## src/rtl/core/mexp_pkg.sv

```systemverilog
// package for the modular exponentiation block
// shared constants, register indexes and the controller/datapath command and status types
// no dependencies
package mexp_pkg;

	localparam int DATA_WIDTH = 32;
	localparam int CFG_IDX_W  = 1;

	localparam logic [CFG_IDX_W-1:0] REG_EXPONENT = 1'b0;
	localparam logic [CFG_IDX_W-1:0] REG_MODULUS  = 1'b1;

	typedef enum logic [1:0] {
		OP_REDUCE,
		OP_MUL,
		OP_SQR
	} mul_op_t;

	typedef struct packed {
		logic    load;
		logic    start;
		mul_op_t op;
		logic    wb_base;
		logic    wb_acc;
		logic    shift_exp;
		logic    out_load;
	} mexp_cmd_t;

	typedef struct packed {
		logic mul_done;
		logic exp_zero;
		logic exp_lsb;
	} mexp_sts_t;

endpackage

```

## src/rtl/core/mexp_if.sv

```systemverilog
// valid/ready stream interfaces for the base input and the result output
// depends on nothing; width set by parameter
interface mexp_in_if #(parameter int WIDTH = 32);
	logic             valid;
	logic             ready;
	logic [WIDTH-1:0] base;

	modport source (output valid, output base, input ready);
	modport sink   (input valid, input base, output ready);
endinterface

interface mexp_out_if #(parameter int WIDTH = 32);
	logic             valid;
	logic             ready;
	logic [WIDTH-1:0] result;

	modport source (output valid, output result, input ready);
	modport sink   (input valid, input result, output ready);
endinterface

```

## src/rtl/core/mexp_mulmod.sv

```systemverilog
// shift-add modular multiplier, one multiplier bit per cycle
// a zero modulus stands for 2^WIDTH (products wrap); self-contained
module mexp_mulmod #(
	parameter int WIDTH = 32
) (
	input  logic             clk,
	input  logic             arst_n,
	input  logic             start,
	input  logic [WIDTH-1:0] a,
	input  logic [WIDTH-1:0] b,
	input  logic [WIDTH-1:0] m,
	output logic             done,
	output logic [WIDTH-1:0] product
);

	localparam int CNT_W = $clog2(WIDTH);

	logic [WIDTH-1:0] a_q;
	logic [WIDTH-1:0] b_q;
	logic [WIDTH-1:0] acc_q;
	logic [CNT_W-1:0] cnt_q;
	logic             busy_q;
	logic             done_q;
	logic             m_zero;
	logic             last;
	logic [WIDTH-1:0] dbl;
	logic [WIDTH-1:0] acc_nxt;

	function automatic logic [WIDTH-1:0] add_mod(
		input logic [WIDTH-1:0] x,
		input logic [WIDTH-1:0] y,
		input logic [WIDTH-1:0] md,
		input logic             mz
	);
		logic [WIDTH:0] sum;
		logic [WIDTH:0] diff;
		sum  = {1'b0, x} + {1'b0, y};
		diff = sum - {1'b0, md};
		if (mz)
			return sum[WIDTH-1:0];
		else if (sum >= {1'b0, md})
			return diff[WIDTH-1:0];
		else
			return sum[WIDTH-1:0];
	endfunction

	assign m_zero  = (m == '0);
	assign last    = (cnt_q == CNT_W'(WIDTH - 1));
	assign dbl     = add_mod(acc_q, acc_q, m, m_zero);
	assign acc_nxt = a_q[WIDTH-1] ? add_mod(dbl, b_q, m, m_zero) : dbl;

	always_ff @(posedge clk or negedge arst_n) begin
		if (!arst_n) begin
			busy_q <= 1'b0;
			done_q <= 1'b0;
			cnt_q  <= '0;
		end else begin
			done_q <= busy_q & last;
			if (start) begin
				busy_q <= 1'b1;
				cnt_q  <= '0;
			end else if (busy_q) begin
				cnt_q <= cnt_q + CNT_W'(1);
				if (last)
					busy_q <= 1'b0;
			end
		end
	end

	always_ff @(posedge clk) begin
		if (start) begin
			a_q   <= a;
			b_q   <= b;
			acc_q <= '0;
		end else if (busy_q) begin
			a_q   <= {a_q[WIDTH-2:0], 1'b0};
			acc_q <= acc_nxt;
		end
	end

	assign done    = done_q;
	assign product = acc_q;

endmodule

```

## src/rtl/core/mexp_datapath.sv

```systemverilog
// datapath: configuration registers, base/accumulator/exponent registers, result register
// depends on mexp_pkg and mexp_mulmod
module mexp_datapath #(
	parameter int WIDTH = mexp_pkg::DATA_WIDTH
) (
	input  logic                           clk,
	input  logic                           arst_n,
	input  logic                           cfg_we,
	input  logic [mexp_pkg::CFG_IDX_W-1:0] cfg_idx,
	input  logic [WIDTH-1:0]               cfg_wdata,
	input  logic [WIDTH-1:0]               in_base,
	input  mexp_pkg::mexp_cmd_t            cmd,
	output mexp_pkg::mexp_sts_t            sts,
	output logic [WIDTH-1:0]               result
);

	import mexp_pkg::*;

	logic [WIDTH-1:0] exp_cfg_q;
	logic [WIDTH-1:0] mod_cfg_q;
	logic [WIDTH-1:0] exp_q;
	logic [WIDTH-1:0] base_q;
	logic [WIDTH-1:0] acc_q;
	logic [WIDTH-1:0] result_q;
	logic [WIDTH-1:0] mul_a;
	logic [WIDTH-1:0] mul_b;
	logic [WIDTH-1:0] product;
	logic             mul_done;

	always_comb begin
		case (cmd.op)
			OP_REDUCE: begin
				mul_a = base_q;
				mul_b = WIDTH'(1);
			end
			OP_MUL: begin
				mul_a = acc_q;
				mul_b = base_q;
			end
			default: begin
				mul_a = base_q;
				mul_b = base_q;
			end
		endcase
	end

	mexp_mulmod #(
		.WIDTH(WIDTH)
	) u_mulmod (
		.clk     (clk),
		.arst_n  (arst_n),
		.start   (cmd.start),
		.a       (mul_a),
		.b       (mul_b),
		.m       (mod_cfg_q),
		.done    (mul_done),
		.product (product)
	);

	always_ff @(posedge clk or negedge arst_n) begin
		if (!arst_n) begin
			exp_cfg_q <= '0;
			mod_cfg_q <= WIDTH'(1);
		end else if (cfg_we) begin
			case (cfg_idx)
				REG_EXPONENT: exp_cfg_q <= cfg_wdata;
				REG_MODULUS:  mod_cfg_q <= cfg_wdata;
				default: ;
			endcase
		end
	end

	always_ff @(posedge clk) begin
		if (cmd.load) begin
			base_q <= in_base;
			acc_q  <= WIDTH'(1);
			exp_q  <= exp_cfg_q;
		end else begin
			if (cmd.wb_base)
				base_q <= product;
			if (cmd.wb_acc)
				acc_q <= product;
			if (cmd.shift_exp)
				exp_q <= exp_q >> 1;
		end
		if (cmd.out_load)
			result_q <= acc_q;
	end

	assign sts.mul_done = mul_done;
	assign sts.exp_zero = (exp_q == '0);
	assign sts.exp_lsb  = exp_q[0];
	assign result       = result_q;

endmodule

```

## src/rtl/core/mexp_ctrl.sv

```systemverilog
// controller: sequences reduction, multiply and square steps over the exponent bits
// depends on mexp_pkg
module mexp_ctrl (
	input  logic                clk,
	input  logic                arst_n,
	input  logic                in_valid,
	output logic                in_ready,
	output logic                out_valid,
	input  logic                out_ready,
	input  mexp_pkg::mexp_sts_t sts,
	output mexp_pkg::mexp_cmd_t cmd
);

	import mexp_pkg::*;

	localparam logic [2:0] S_IDLE  = 3'd0;
	localparam logic [2:0] S_PREP  = 3'd1;
	localparam logic [2:0] S_RED   = 3'd2;
	localparam logic [2:0] S_CHECK = 3'd3;
	localparam logic [2:0] S_MUL   = 3'd4;
	localparam logic [2:0] S_SQR   = 3'd5;
	localparam logic [2:0] S_OUT   = 3'd6;

	logic [2:0] state_q;
	logic [2:0] state_nxt;
	logic       out_valid_q;

	always_comb begin
		cmd       = '0;
		state_nxt = state_q;
		case (state_q)
			S_IDLE: begin
				if (in_valid) begin
					cmd.load  = 1'b1;
					state_nxt = S_PREP;
				end
			end
			S_PREP: begin
				if (sts.exp_zero) begin
					state_nxt = S_OUT;
				end else begin
					cmd.start = 1'b1;
					cmd.op    = OP_REDUCE;
					state_nxt = S_RED;
				end
			end
			S_RED: begin
				cmd.op = OP_REDUCE;
				if (sts.mul_done) begin
					cmd.wb_base = 1'b1;
					state_nxt   = S_CHECK;
				end
			end
			S_CHECK: begin
				if (sts.exp_zero) begin
					state_nxt = S_OUT;
				end else if (sts.exp_lsb) begin
					cmd.start = 1'b1;
					cmd.op    = OP_MUL;
					state_nxt = S_MUL;
				end else begin
					cmd.start = 1'b1;
					cmd.op    = OP_SQR;
					state_nxt = S_SQR;
				end
			end
			S_MUL: begin
				if (sts.mul_done) begin
					cmd.wb_acc = 1'b1;
					cmd.start  = 1'b1;
					cmd.op     = OP_SQR;
					state_nxt  = S_SQR;
				end else begin
					cmd.op = OP_MUL;
				end
			end
			S_SQR: begin
				cmd.op = OP_SQR;
				if (sts.mul_done) begin
					cmd.wb_base   = 1'b1;
					cmd.shift_exp = 1'b1;
					state_nxt     = S_CHECK;
				end
			end
			S_OUT: begin
				if (!out_valid_q || out_ready) begin
					cmd.out_load = 1'b1;
					state_nxt    = S_IDLE;
				end
			end
			default: state_nxt = S_IDLE;
		endcase
	end

	always_ff @(posedge clk or negedge arst_n) begin
		if (!arst_n) begin
			state_q     <= S_IDLE;
			out_valid_q <= 1'b0;
		end else begin
			state_q <= state_nxt;
			if (cmd.out_load)
				out_valid_q <= 1'b1;
			else if (out_ready)
				out_valid_q <= 1'b0;
		end
	end

	assign in_ready  = (state_q == S_IDLE);
	assign out_valid = out_valid_q;

endmodule

```

## src/rtl/core/modular_exponentiation_top.sv

```systemverilog
// top level of the modular exponentiation block: controller, datapath and stream ports
// depends on mexp_pkg, mexp_if, mexp_ctrl, mexp_datapath
//
// Each base beat gives one result beat: base raised to the exponent register, modulo the
// modulus register, by right-to-left square-and-multiply on one shared shift-add modular
// multiplier that handles one multiplier bit per cycle. Each item goes through an initial
// reduction of the base, then, for every exponent bit up to the highest set one, a square,
// with a multiply before it when the bit is set. A zero exponent gives 1. A zero modulus
// means 2^WIDTH. One item is in work at a time; a finished result waits in the output
// register while the next base is taken. Registers: exponent at index 0, modulus at index
// 1. The user must see that they are written only while the block is idle; the block
// itself does not enforce this.
module modular_exponentiation_top #(
	parameter int WIDTH = mexp_pkg::DATA_WIDTH
) (
	input  logic                           clk,
	input  logic                           arst_n,
	input  logic                           cfg_we,
	input  logic [mexp_pkg::CFG_IDX_W-1:0] cfg_idx,
	input  logic [WIDTH-1:0]               cfg_wdata,
	mexp_in_if.sink                        in_ch,
	mexp_out_if.source                     out_ch
);

	import mexp_pkg::*;

	mexp_cmd_t        cmd;
	mexp_sts_t        sts;
	logic [WIDTH-1:0] result;
	logic             in_ready;
	logic             out_valid;

	mexp_ctrl u_ctrl (
		.clk       (clk),
		.arst_n    (arst_n),
		.in_valid  (in_ch.valid),
		.in_ready  (in_ready),
		.out_valid (out_valid),
		.out_ready (out_ch.ready),
		.sts       (sts),
		.cmd       (cmd)
	);

	mexp_datapath #(
		.WIDTH(WIDTH)
	) u_datapath (
		.clk       (clk),
		.arst_n    (arst_n),
		.cfg_we    (cfg_we),
		.cfg_idx   (cfg_idx),
		.cfg_wdata (cfg_wdata),
		.in_base   (in_ch.base),
		.cmd       (cmd),
		.sts       (sts),
		.result    (result)
	);

	assign in_ch.ready   = in_ready;
	assign out_ch.valid  = out_valid;
	assign out_ch.result = result;

endmodule

```

## src/flat_wrapper.sv

```systemverilog
// flat-port wrapper written by rule: the top's interface ports become plain ports
module modular_exponentiation_top_flat import mexp_pkg::*;
#(
	parameter int WIDTH = mexp_pkg::DATA_WIDTH
)
  (clk, arst_n, cfg_we, cfg_idx, cfg_wdata, in_ch_valid, in_ch_base, in_ch_ready, out_ch_valid, out_ch_result, out_ch_ready);
  mexp_in_if #(.WIDTH(WIDTH)) in_ch_i ();
  mexp_out_if #(.WIDTH(WIDTH)) out_ch_i ();
  input  logic clk;
  input  logic arst_n;
  input  logic cfg_we;
  input  logic [mexp_pkg::CFG_IDX_W-1:0] cfg_idx;
  input  logic [WIDTH-1:0] cfg_wdata;
  input wire logic [$bits(in_ch_i.valid)-1:0] in_ch_valid;
  input wire logic [$bits(in_ch_i.base)-1:0] in_ch_base;
  output wire logic [$bits(in_ch_i.ready)-1:0] in_ch_ready;
  output wire logic [$bits(out_ch_i.valid)-1:0] out_ch_valid;
  output wire logic [$bits(out_ch_i.result)-1:0] out_ch_result;
  input wire logic [$bits(out_ch_i.ready)-1:0] out_ch_ready;
  assign in_ch_i.valid = in_ch_valid;
  assign in_ch_i.base = in_ch_base;
  assign in_ch_ready = in_ch_i.ready;
  assign out_ch_valid = out_ch_i.valid;
  assign out_ch_result = out_ch_i.result;
  assign out_ch_i.ready = out_ch_ready;
  modular_exponentiation_top #(.WIDTH(WIDTH)) u_core (.clk(clk), .arst_n(arst_n), .cfg_we(cfg_we), .cfg_idx(cfg_idx), .cfg_wdata(cfg_wdata), .in_ch(in_ch_i), .out_ch(out_ch_i));
endmodule
```

## config.mk

```make
export PLATFORM = sky130hd
export DESIGN_NAME = modular_exponentiation_top_flat
export DESIGN_NICKNAME = d
export VERILOG_FILES = /design/src/rtl/core/mexp_pkg.sv /design/src/rtl/core/mexp_if.sv /design/src/rtl/core/mexp_mulmod.sv /design/src/rtl/core/mexp_datapath.sv /design/src/rtl/core/mexp_ctrl.sv /design/src/rtl/core/modular_exponentiation_top.sv /design/src/flat_wrapper.sv
export SDC_FILE = /design/constraint.sdc
export NUM_CORES = 1
export LEC_CHECK = 0
export BUFFER_PORTS_ARGS = -buffer_cell sky130_fd_sc_hd__buf_2
export CAP_MARGIN = 20
export CELL_PAD_IN_SITES_DETAIL_PLACEMENT = 2
export CELL_PAD_IN_SITES_GLOBAL_PLACEMENT = 2
export CORE_AREA = 2 2 266 268
export DETAILED_ROUTE_END_ITERATION = 10
export DIE_AREA = 0 0 268 270
export PLACE_DENSITY_LB_ADDON = 0.1
export SKIP_CTS_REPAIR_TIMING = 1
export SLEW_MARGIN = 30
export SYNTH_ARGS = -nofsm -noshare
export SYNTH_HDL_FRONTEND = slang
export SYNTH_SLANG_ARGS = --single-unit
```

## constraint.sdc

```tcl
create_clock -name clk -period 9.2 [get_ports clk]
set_clock_uncertainty 0.2 [all_clocks]
set_input_delay 0.46 -clock clk [delete_from_list [all_inputs] [get_ports clk]]
set_output_delay 0.46 -clock clk [all_outputs]
set_load 0.005 [all_outputs]
```

# ---- Word-level counts from Yosys, hierarchy flattened
# Cells that the tools add are included.
dict set report classes {
  n_addsub 5
  n_mul 0
  n_div 0
  order_cmp 2
  eq_ne 12
  shifts 0
  mux 41
  bitwise_logic 2
  n_reduce_logical 14
}
# op n
set ops {}
lappend ops {{32-bit 2-to-1 mux} 12}
lappend ops {{32-bit by 32-bit adder with 33-bit output} 2}
lappend ops {{33-bit by 32-bit >= comparator with 1-bit output} 2}
lappend ops {{32-bit zero test} 2}
lappend ops {{32-bit subtractor} 2}
lappend ops {{3-bit 2-to-1 mux} 8}
lappend ops {{3-bit case mux with 6 select lines} 1}
lappend ops {{1-bit 2-to-1 mux} 14}
lappend ops {{5-bit 2-to-1 mux} 2}
lappend ops {{3-bit == test, second input constant} 3}
lappend ops {{2-bit case mux with 4 select lines} 1}
lappend ops {{2-bit nonzero test} 4}
lappend ops {{3-bit by 2-bit == test with 1-bit output, second input constant} 2}
lappend ops {{2-bit != test, second input constant} 3}
lappend ops {{5-bit by 1-bit adder with 5-bit output, second input constant} 1}
lappend ops {{5-bit == test, second input constant} 1}
lappend ops {{2-bit 2-to-1 mux} 2}
lappend ops {{2-bit AND reduction} 2}
lappend ops {{4-bit AND reduction} 1}
lappend ops {{3-bit by 1-bit == test with 1-bit output, second input constant} 1}
lappend ops {{3-bit zero test} 1}
lappend ops {{1-bit case mux with 3 select lines} 1}
lappend ops {{2-bit by 1-bit == test with 1-bit output, second input constant} 1}
lappend ops {{2-bit zero test} 1}
lappend ops {{6 further kinds} 6}
dict set report word_totals {
  ff_bits 299
  latchBits 0
  ram_bits 0
  rom_bits 0
  out_inout_bits 34
  word_cells 90
  mem_count 0
}

# ---- Longest topological paths before layout
dict set report depth {
  word_depth 9
  depth_mapped 35
  depth_no_buf 32
}

# ---- Modules after synthesis
# Synthesis repeated with hierarchy kept, for this count alone.
dict set report unflattened {
  hier_cells 1695
  hier_area_um2 18457.7
}
# mod instances cells_per_inst area_per_inst_um2
set modules_own_cells {}
lappend modules_own_cells {mexp_mulmod 1 1154 10054.6}
lappend modules_own_cells {mexp_datapath 1 496 8022.7}
lappend modules_own_cells {mexp_ctrl 1 45 380.4}

# ---- Worst setup path before layout
# OpenSTA, ideal clock, no wires.
dict set report synth_path {
  kind {flip-flop to flip-flop}
  from {reg u_core.u_datapath.mod_cfg_q[18]}
  to {reg u_core.u_datapath.u_mulmod.acc_q[11], in the netlist u_core.u_datapath.u_mulmod.product[11]}
  setup_time_ns 0.177
  arrival_ns 6.914
  setup_slack_ns 1.909
  path_stages_with_launch 33
  path_buffers 3
  cell_sequence {dfrtp_1 -> inv_1 -> ha_1 -> clkbuf_1 -> nand2_1 -> nor3_2 -> nand3_1 -> or3_1 -> a31o_2 -> o31ai_4 -> buf_2 -> mux2i_1 -> inv_1 -> ha_1 -> a211o_1 -> a211oi_1 -> or4b_1 -> a2111oi_1 -> nor3_1 -> o21ai_2 -> a31oi_1 -> xnor2_1 -> ha_1 -> nand2_1 -> nor4_1 -> a221o_1 -> o31ai_1 -> o211ai_1 -> o22ai_4 -> buf_6 -> mux2_4 -> a222oi_1 -> nor2_1}
}
dict set report synth_via {
  elab_chain_len 8
  elab_cells_between_ends 11
}
# item line_no
set synth_rtl {}
lappend synth_rtl {{start, declared} mexp_datapath.sv:20} ;# logic [WIDTH-1:0] mod_cfg_q;
lappend synth_rtl {{start signal, assigned} mexp_datapath.sv:67} ;# REG_MODULUS: mod_cfg_q <= cfg_wdata;
lappend synth_rtl {{33-bit by 32-bit >= comparator with 1-bit output or 32-bit subtractor (tied branches)} {mexp_mulmod.sv:41, mexp_mulmod.sv:38}}
lappend synth_rtl {{32-bit 2-to-1 mux} mexp_mulmod.sv:41} ;# else if (sum >= {1'b0, md})
lappend synth_rtl {{32-bit 2-to-1 mux} mexp_mulmod.sv:39} ;# if (mz)
lappend synth_rtl {{32-bit by 32-bit adder with 33-bit output} mexp_mulmod.sv:37} ;# sum = {1'b0, x} + {1'b0, y};
lappend synth_rtl {{32-bit subtractor or 33-bit by 32-bit >= comparator with 1-bit output (tied branches)} {mexp_mulmod.sv:38, mexp_mulmod.sv:41}}
lappend synth_rtl {{32-bit 2-to-1 mux} mexp_mulmod.sv:41}
lappend synth_rtl {{32-bit 2-to-1 mux} mexp_mulmod.sv:39}
lappend synth_rtl {{32-bit 2-to-1 mux *} mexp_mulmod.sv:50} ;# assign acc_nxt = a_q[WIDTH-1] ? add_mod(dbl, b_q, m, m_zero) : dbl;
lappend synth_rtl {{end signal, assigned} mexp_mulmod.sv:77} ;# acc_q <= acc_nxt;
lappend synth_rtl {{end, declared} mexp_mulmod.sv:20} ;# logic [WIDTH-1:0] acc_q;
# Every way passes the cells marked *; elsewhere a longest branch is shown, timed or not.
# A chain may end at the register's enable or synchronous reset.

# ---- Final worst setup path
dict set report layout_path {
  from {reg u_core.u_datapath.mod_cfg_q[1]}
  to {reg u_core.u_datapath.u_mulmod.acc_q[8], in the netlist u_core.u_datapath.u_mulmod.product[8]}
}
dict set report layout_via {
  elab_chain_len 8
  elab_cells_between_ends 11
}
# item line_no
set layout_rtl {}
lappend layout_rtl {{32-bit subtractor or 33-bit by 32-bit >= comparator with 1-bit output (tied branches)} {mexp_mulmod.sv:38, mexp_mulmod.sv:41}}
lappend layout_rtl {{32-bit 2-to-1 mux} mexp_mulmod.sv:41}
lappend layout_rtl {{32-bit 2-to-1 mux} mexp_mulmod.sv:39}
lappend layout_rtl {{32-bit by 32-bit adder with 33-bit output} mexp_mulmod.sv:37}
lappend layout_rtl {{32-bit subtractor or 33-bit by 32-bit >= comparator with 1-bit output (tied branches)} {mexp_mulmod.sv:38, mexp_mulmod.sv:41}}
lappend layout_rtl {{32-bit 2-to-1 mux} mexp_mulmod.sv:41}
lappend layout_rtl {{32-bit 2-to-1 mux} mexp_mulmod.sv:39}
lappend layout_rtl {{32-bit 2-to-1 mux *} mexp_mulmod.sv:50}
# Marks and branches as above.

==> metrics.md <==
| Metric | Value |
|---|---|
| Final Critical Period | `8.65 ns` |
| # clock sinks | `299` |
| Vias per Instance | `4.91` |
| Worst Path Required | `about 9.4 ns` |
| CP Max Fanout | `44` |
| Final Max Slew Viols | `0` |
| Worst-margin pin slew | `0.826 ns` |
| EDFF count, synth | `160` |
| Overall routing resource usage | `0.182` |
| Die Y | `270 um` |
| R2r setup slk | `about 0.55 ns` |
| Achievable Freq | `between 100 and 150 MHz` |
| Width of the die | `268 um` |
| Avg Inst Size Synth | `10.3 um^2` |
| Drt drc | `0` |
| Final setup fails | `0` |
| Seq/Total Area, Yosys | `0.444` |
| Largest net degree at the start of global routing | `a little over 70` |
| Clock Path Buffers | `3` |
| Initial antenna violation count | `0` |
| PortBufs | `103` |
| Setup TNS | `0 ns` |
| Count of different cell masters after synthesis | `84` |
| Final net count | `2071` |
| Via count | `approximately 14000` |
| Core ar. | `69500 um^2` |
| CTS tree | `built` |
| CP Launch Type | `flip-flop` |
| Clock insertion delay at the later pin of the skew report | `between 0.5 and 0.6 ns` |
| Setup CP Type | `reg2reg` |
| Final hold vios | `0` |
| CTS root buf | `clkbuf_16` |
| Commonest non-fill, non-tap cell in the layout | `nand2_1` |
| Status | `finished, final reports clean` |
| Post-DP HPWL | `between 50 and 60 mm` |
| Syn Inst Count | `1749` |
| Mapped cell area | `17900 um^2` |
| Worst slew margin | `0.450` |
| CTS buffer count | `39` |
| First-pass GRT wire length | `99.4 mm` |
| Critical Path AT | `approximately 9 ns` |
| Period utilization | `0.940` |
| Die area | `72400 um^2` |
| Share of async-settable or async-resettable flops after synthesis | `0.251` |
| Most used DFF post-synth | `edfxtp_1` |
| Most frequent CP cell | `ha_1` |
| CP max stage delay | `0.62 ns` |
| ANT nets after route | `0` |
| Max cap viols | `0` |
| Syn nets | `approximately 1900` |
| Initial DRC count | `743` |
| RSZ-0062 raised after global routing | `no` |
| Setup crit end kind | `flip-flop` |
| I/O pins | `104` |
| Layout cells sized above 1 | `0.203` |
| H-tree levels | `2` |
| Vias in the first global route | `15126` |
| CP max-delay cell | `or4b_1` |
| TritonRoute pass-1 iters | `5` |
| Std cell rows | `97` |
| Area Overhead vs Synth | `19.7%` |
| Min-Delay Path Class | `in2reg` |
| GP Congestion | `0.870` |
| Clock transition at path regs | `0.06 ns` |
| Synth warn | `0` |
| Initial core utilization | `0.258` |
| Total wire length | `66.0 mm` |
| Remaining Overflow, GRT | `0` |
| Drt wl/cell | `23.0 um` |
| FF+latch count, synth | `around 300` |
| Most frequent cells in the layout | `nand2_1, edfxtp_1, a21oi_1` |
==> cell type report <==
type	count	area, um^2
fillers	7529	48100
well taps	940	1180
flip-flops and latches	299	7960
inverters	81	304
multi-input cells	1297	9470
clock inverters	17	219
repair buffers	182	1270
diodes	1	2.50
clock buffers	53	1060
==> kinds of logic (layout without fill, tap and decap cells) <==
family,after synthesis,after routing,share of synthesized area
AOI/OAI and AO/OA,457,457,0.164
and+or+nand+nor,446,446,0.117
DFF,299,299,0.444
muxes,210,210,0.129
buffers and inverters,153,333,0.0338
adders and majority gates,101,101,0.0717
xor gates and xnor gates,83,83,0.0405
other,0,1,0
==> synth_stat cells, drive strengths merged, types with 21 or more instances <==
cell / number / area share
a21o: 37 / 0.015
a21oi: 158 / 0.044
buf: 22 / 0.0064
clkbuf: 50 / 0.010
dfrtp: 74 / 0.10
dfxtp: 64 / 0.071
edfxtp: 160 / 0.27
ha: 98 / 0.068
inv: 80 / 0.017
mux2: 158 / 0.10
mux2i: 52 / 0.029
nand2: 182 / 0.038
nand3: 21 / 0.0059
nor2: 87 / 0.018
nor2b: 44 / 0.015
nor3: 21 / 0.0061
o21ai: 107 / 0.030
xnor2: 54 / 0.026
xor2: 29 / 0.014
==> metal layers <==
| layer | wire, um | vias up | GRT usage |
|---|---|---|---|
| li1 | - | 6737 | - |
| met1 | 33200 | 7115 | 0.267 |
| met2 | 29400 | 187 | 0.283 |
| met3 | 1820 | 67 | 0.0222 |
| met4 | 1540 | 0 | 0.0476 |
| met5 | 0 | - | 0 |
==> metrics by stage <==
| step | setup WS [ns] | utilization | cells | area (um^2) | hold slack, ns |
|---|---|---|---|---|---|
| after global placement | -0.190 | 0.282 | 2753 | 19600 | 0.119 |
| after floorplan | 1.91 | - | 1749 | 17900 | -0.0356 |
| final | 0.552 | 0.309 | 2870 | 21500 | 0.00872 |
| after CTS | -0.356 | 0.301 | 2824 | 20900 | -0.476 |
| after detailed placement | -0.322 | 0.283 | 2754 | 19700 | 0.115 |
| after global routing | 0.0000133 | 0.309 | 2869 | 21500 | 0.0000725 |
==> critical path: cells and delay by family, from the launching register on <==
kind | cells | cell delay, ns
DFF | 1 | 0.49
muxes | 2 | 0.75
buffers and inverters | 4 | 0.81
and+or+nand+nor | 7 | 1.68
AOI/OAI and AO/OA | 11 | 3.03
adders and majority gates | 3 | 1.22
xor gates and xnor gates | 1 | 0.31
==> registers in the layout, indices dropped and copies added (netlist names), 32 cells and up <==
register                            cells
u_core.u_datapath.exp_q                32
u_core.u_datapath.result               32
u_core.u_datapath.u_mulmod.b_q         32
u_core.u_datapath.base_q               32
u_core.u_datapath.u_mulmod.a_q         32
u_core.u_datapath.mod_cfg_q            32
u_core.u_datapath.u_mulmod.product     32
u_core.u_datapath.exp_cfg_q            32
u_core.u_datapath.acc_q                32
==> path summary, 6_finish.rpt <==
kind	end	from	cells past startpoint
min in group asynchronous	u_core.u_ctrl.out_valid	arst_n	2
worst min register to register	u_core.u_datapath.result[28]	u_core.u_datapath.acc_q[28]	0
max in group asynchronous	u_core.u_datapath.mod_cfg_q[0]	arst_n	4
worst max-delay path	u_core.u_datapath.u_mulmod.product[8]	u_core.u_datapath.mod_cfg_q[1]	28
worst min-delay path	u_core.u_datapath.mod_cfg_q[29]	cfg_wdata[29]	2
worst max register to register	u_core.u_datapath.u_mulmod.product[8]	u_core.u_datapath.mod_cfg_q[1]	28
Power is not shown: default switching activity piles up to over one toggle a cycle in this logic, so the estimate is an artifact.
